[src/rtl/assert_macros.svh]
// ---------------------------------------------------------------------------
// assert_macros.svh
// assertion helpers for the rtl files, included by cpa_datapath
// ---------------------------------------------------------------------------
`ifndef ASSERT_MACROS_SVH
`define ASSERT_MACROS_SVH

// property must hold at every rising clock edge outside reset
`define CPA_ASSERT(lbl, clk, rst_n, prop, msg) \
  lbl: assert property (@(posedge clk) disable iff (!rst_n) prop) else $error(msg);

// condition must never be seen outside reset
`define CPA_NEVER(lbl, clk, rst_n, cond, msg) \
  lbl: assert property (@(posedge clk) disable iff (!rst_n) !(cond)) else $error(msg);

`endif

[src/rtl/cpa_pkg.sv]
// ---------------------------------------------------------------------------
// cpa_pkg
// shared types and constants of the circle packing acceptor
// ---------------------------------------------------------------------------
package cpa_pkg;

  localparam int unsigned FIELD_W     = 16;
  localparam int unsigned SUM_W       = 42;
  localparam int unsigned CFG_W       = 42;
  localparam int unsigned CFG_IDX_W   = 2;
  localparam int unsigned REASON_W    = 3;
  localparam int unsigned COUNT_OUT_W = 11;

  localparam logic [CFG_IDX_W-1:0] REG_DOMAIN_SIZE = 2'd0;
  localparam logic [CFG_IDX_W-1:0] REG_TARGET_AREA = 2'd1;

  localparam logic [FIELD_W-1:0] DOMAIN_SIZE_RST = 16'd8192;
  localparam logic [SUM_W-1:0]   TARGET_AREA_RST = 42'd8544937;

  typedef enum logic [REASON_W-1:0] {
    RSN_NONE    = 3'd0,
    RSN_BOUNDS  = 3'd1,
    RSN_OVERLAP = 3'd2,
    RSN_FULL    = 3'd3,
    RSN_DONE    = 3'd4
  } reason_e;

  typedef struct packed {
    logic load;
    logic check;
    logic issue;
    logic finish;
  } cmd_t;

  typedef struct packed {
    logic pre_reject;
    logic store_empty;
    logic scan_last;
    logic pipe_empty;
    logic out_free;
  } status_t;

endpackage

[src/rtl/cpa_ctrl.sv]
// ---------------------------------------------------------------------------
// cpa_ctrl
// sequencer: check, scan of the store, commit of one candidate
// ---------------------------------------------------------------------------
module cpa_ctrl (
  input  logic             clk_i,
  input  logic             rst_ni,
  input  logic             cand_valid_i,
  output logic             cand_ready_o,
  input  cpa_pkg::status_t status_i,
  output cpa_pkg::cmd_t    cmd_o
);

  typedef enum logic [4:0] {
    ST_IDLE   = 5'b00001,
    ST_CHECK  = 5'b00010,
    ST_SCAN   = 5'b00100,
    ST_DRAIN  = 5'b01000,
    ST_FINISH = 5'b10000
  } state_e;

  state_e state_q, state_d;

  always_comb begin
    state_d      = state_q;
    cmd_o        = '0;
    cand_ready_o = 1'b0;
    case (state_q)
      ST_IDLE: begin
        cand_ready_o = 1'b1;
        if (cand_valid_i) begin
          cmd_o.load = 1'b1;
          state_d    = ST_CHECK;
        end
      end
      ST_CHECK: begin
        cmd_o.check = 1'b1;
        if (status_i.pre_reject || status_i.store_empty) state_d = ST_FINISH;
        else                                             state_d = ST_SCAN;
      end
      ST_SCAN: begin
        cmd_o.issue = 1'b1;
        if (status_i.scan_last) state_d = ST_DRAIN;
      end
      ST_DRAIN: begin
        if (status_i.pipe_empty) state_d = ST_FINISH;
      end
      ST_FINISH: begin
        if (status_i.out_free) begin
          cmd_o.finish = 1'b1;
          state_d      = ST_IDLE;
        end
      end
      default: state_d = ST_IDLE;
    endcase
  end

  always_ff @(posedge clk_i or negedge rst_ni) begin
    if (!rst_ni) begin
      state_q <= ST_IDLE;
    end else begin
      state_q <= state_d;
    end
  end

endmodule

[config.mk]
export PLATFORM = sky130hd
export DESIGN_NAME = cpa_ctrl
export DESIGN_NICKNAME = d
export VERILOG_FILES = /design/src/rtl/assert_macros.svh /design/src/rtl/cpa_pkg.sv /design/src/rtl/cpa_ctrl.sv
export SDC_FILE = /design/constraint.sdc
export NUM_CORES = 1
export LEC_CHECK = 0
export ABC_AREA = 1
export BUFFER_PORTS_ARGS = -buffer_cell sky130_fd_sc_hd__buf_2
export CORE_AREA = 2 2 39 41
export DETAILED_ROUTE_END_ITERATION = 10
export DIE_AREA = 0 0 41 43
export PLACE_DENSITY = 0.52
export REMOVE_ABC_BUFFERS = 1
export SLEW_MARGIN = 0
export SYNTH_ARGS = -nofsm -noshare
export SYNTH_HDL_FRONTEND = slang
export SYNTH_SLANG_ARGS = --single-unit
[constraint.sdc]
create_clock -name clk_i -period 1.6 [get_ports clk_i]
set_clock_uncertainty 0.1 [all_clocks]
set_input_delay 0.08 -clock clk_i [delete_from_list [all_inputs] [get_ports clk_i]]
set_output_delay 0.08 -clock clk_i [all_outputs]
set_load 0.1 [all_outputs]
==> metrics.txt <==
drt total wl=743 um; internal power contribution=0.5040 mW; part of the total power dissipated in combinational logic=between 60% and 70%; clock latency on the worst-skew pair=0.24 ns; Detailed Routing Iterations Pass 1=4; sequential cell area fraction in the yosys report=around 39%; overflow left after global routing=0; worst vdd rail ir drop=about 1300 uV; cell type with the largest total area after synthesis=sky130_fd_sc_hd__dfrtp_1; top post-synthesis cells by area=sky130_fd_sc_hd__dfrtp_1 31%, sky130_fd_sc_hd__nand2_1 14%, sky130_fd_sc_hd__inv_1 12%; Final setup violation count=0; arrival time worst endpoint=roughly 1.3 ns; portion of the clock cycle consumed by the worst path in the final layout=95.01%; TritonCTS buffer count=3; post-route DRC violation count=0; core area=0.001384 mm^2; net switching power figure=0.5815 mW; largest registers in the final layout=state_q: 5 flops; count of H-tree levels built during CTS=1; final max-slew violation count=0; Placement Rows=14; DP HPWL=587.9 um; TritonCTS clock tree=built; Routed WL per cell=slightly below 9 um; # Max-Cap Violations=0; share of layout cells above drive strength 1=32.35%; fraction of synthesized cell area in xor and xnor cells=0%; delay of the slowest cell on the worst path=0.41 ns; WP data required=about 1.4 ns; GRT Total Usage=roughly 11%; synthesized-area fraction occupied by ao, oa, aoi and oai cells=2.703%; area post-placement=479.2 um^2; type of the worst setup path=flop to primary output; endpoints failing hold=0; number of inserted filler cells in the final layout=149; dominant combinational cell family by area after synthesis=simple AND/OR/NAND/NOR gates; post-synthesis area per instance=6.481 um^2; slew at the pin closest to its max-slew limit=0.1960 ns; overall via count from detail_route=350; pre-CTS setup slack=0.2408 ns; area of the mapped netlist=324.1 um^2; area share of the largest cell type after synthesis=30.89%; non-filler instance count after layout=84; number of instances in the placed design=slightly below 80; overall power consumption=1.086 mW; final core occ=38.88%; async set-reset flop share out of synthesis=100.0%; pwr/cell area=~2000 mW/mm^2; Yosys cell types=10; Critical Path Sink Type=primary output; number of flops mapped to enable cells by yosys=0; met1 usage in global routing=~14%; clock buffer depth=2; maximum achievable frequency=0.6578 GHz; Post-Synth Adder-Cell Area=0%; final weighted congestion in routability-driven placement=between 0.7 and 0.8; GR Util met3=3.665%; outcome=finished, final reports clean; worst max-slew margin expressed relative to the limit=a little under 90%; most numerous cell types in the synthesized netlist=12 x sky130_fd_sc_hd__nand2_1, 10 x sky130_fd_sc_hd__inv_1, 9 x sky130_fd_sc_hd__nor2_1; worst hold-check path type=input port to flop; antenna violations before repair=0; die outline height=~43 um; clock transition at the register clock pins on the worst setup and hold paths after CTS=0.04 ns; unrepaired setup endpoints after global routing=false; post-route standard cell area excluding fillers=538.0 um^2; Worst Path Max Fanout=5; startpoint type of the worst setup path=flop; DRC marker count from the first detailed-route iteration=9; Cells after Synth=50; family of cells with the greatest summed delay on the critical path=simple AND/OR/NAND/NOR gates; flip-flop count of the largest register, all copies and words added=5; Root Driver=sky130_fd_sc_hd__clkbuf_4; synthesis-to-finish area growth=66.02%; count of buffer and inverter cells on the critical path=1; register ranked first by flip-flop count=state_q; first-pass GRT wire length=1283 um; switching share of power=53.57%; time the worst path needs with I/O delays and setup=1.520 ns; predominant post-synthesis flop cell=sky130_fd_sc_hd__dfrtp_1; via count of the first global-routing pass=323; initial standard-cell utilization of the core=23.42%; net total in the final layout=77; count of clock tree sinks=5; Die W=41 um; Clk network pwr share=13.5%; leakage power summed over all cells=0.3090 nW; relative contribution of sequential cells to total power=about a fifth; CP cell instances=nor2_4 > nand3_1 > nor2_2 > buf_12; highest-utilization routing layer at the global route stage=met1; number of top-level design ports=13; post-route setup slack=about 0.08 ns; area share of and/or/nand/nor cells after synthesis=45.56%; die outline area=roughly 0.0018 mm^2; multiplexer share of the synthesized area=0%; Port Buffer Count=12; flip-flop and latch count after synthesis=5; antenna violation net count after detailed routing=0; dominant cell by count in the synthesized netlist=sky130_fd_sc_hd__nand2_1; # diodes=0; met2 Use GR=between 10 and 15%; post-detailed-route via-to-cell ratio=between 4 and 5; master of the slowest instance on the critical path=sky130_fd_sc_hd__dfrtp_1; largest net degree at the start of global routing=7; total of warnings raised by yosys=0
[path summary, 6_finish.rpt]
check                           cells after the start    endpoint        start  slack, ns
worst max-delay path                                4    cmd_o[3]   state_q[3]       0.08
worst min-delay path                                4  state_q[2]  status_i[4]       0.02
worst max register to register                      6  state_q[3]   state_q[0]       0.36
worst min register to register                      2  state_q[0]   state_q[0]       0.47
max in group asynchronous                           2  state_q[0]       rst_ni       1.11
min in group asynchronous                           2  state_q[4]       rst_ni       0.08
[power groups by stage]
stage | sequential [mW] | clock, mW | combinational [mW]
2_1_floorplan | 0.204 | 0 | 0.479
3_3_place_gp | 0.208 | 0 | 0.709
4_1_cts | 0.207 | 0.151 | 0.719
3_5_place_dp | 0.209 | 0 | 0.708
6_report | 0.218 | 0.147 | 0.721
5_1_grt | 0.225 | 0.156 | 0.764
[layout by cell type (no fill, tap or decap), drive strengths merged]
cell         synthesis  final
nand2               12     12
nor2                12     12
buf                  0     12
inv                 11     11
nand3                5      5
nand4                4      4
dfrtp                4      4
clkbuf               0      4
dlygate4sd3          0      2
o21ai                1      1
dfstp                1      1
[worst reg2reg max path: stages (launching register included)]
cell and delay, ns:
sky130_fd_sc_hd__dfstp_2 0.57, sky130_fd_sc_hd__nor2_4 0.06, sky130_fd_sc_hd__nand4_1 0.11, sky130_fd_sc_hd__nand2_1 0.07, sky130_fd_sc_hd__nor2_2 0.14, sky130_fd_sc_hd__nand2_1 0.07, sky130_fd_sc_hd__nand2_1 0.06
[layer usage]
layer,vias up,wire [um]
met5,-,0
met4,0,22
met3,3,37
met2,9,356
met1,149,328
li1,189,-
[cell families (layout without fill, tap and decap cells)]
kind of cell | after synthesis | count (layout)
buffers and inverters | 11 | 29
AOI/OAI and AO/OA | 1 | 1
and+or+nand+nor | 33 | 33
DFF | 5 | 5
[metrics by stage]
step	TNS, ns	hold slack, ns
2_1_floorplan	-1.151	-0.3156
3_3_place_gp	0	-0.2009
3_5_place_dp	0	-0.1995
4_1_cts	0	0.02706
5_1_grt	0	0.04448
6_report	0	0.01988
[timing repair]
| action | in CTS | in global routing |
|---|---|---|
| hold buffers | 2 | 0 |
| endpoints found under the hold margin | 6 | 0 |
| pin swaps | 0 | 0 |
| setup endpoints to repair | 1 | 4 |
| resized for setup | 1 | 2 |
| setup buffers | 0 | 0 |
[final cells by class]
type	instances	area [um^2]	area share, %
multi-input cells	34	168.9	31.40
well taps	16	20.02	3.721
clock buffers	4	26.28	4.884
inverters	11	41.29	7.674
flip-flops and latches	5	126.4	23.49
repair buffers	14	155.1	28.84
(Power assumes the default switching activity.)
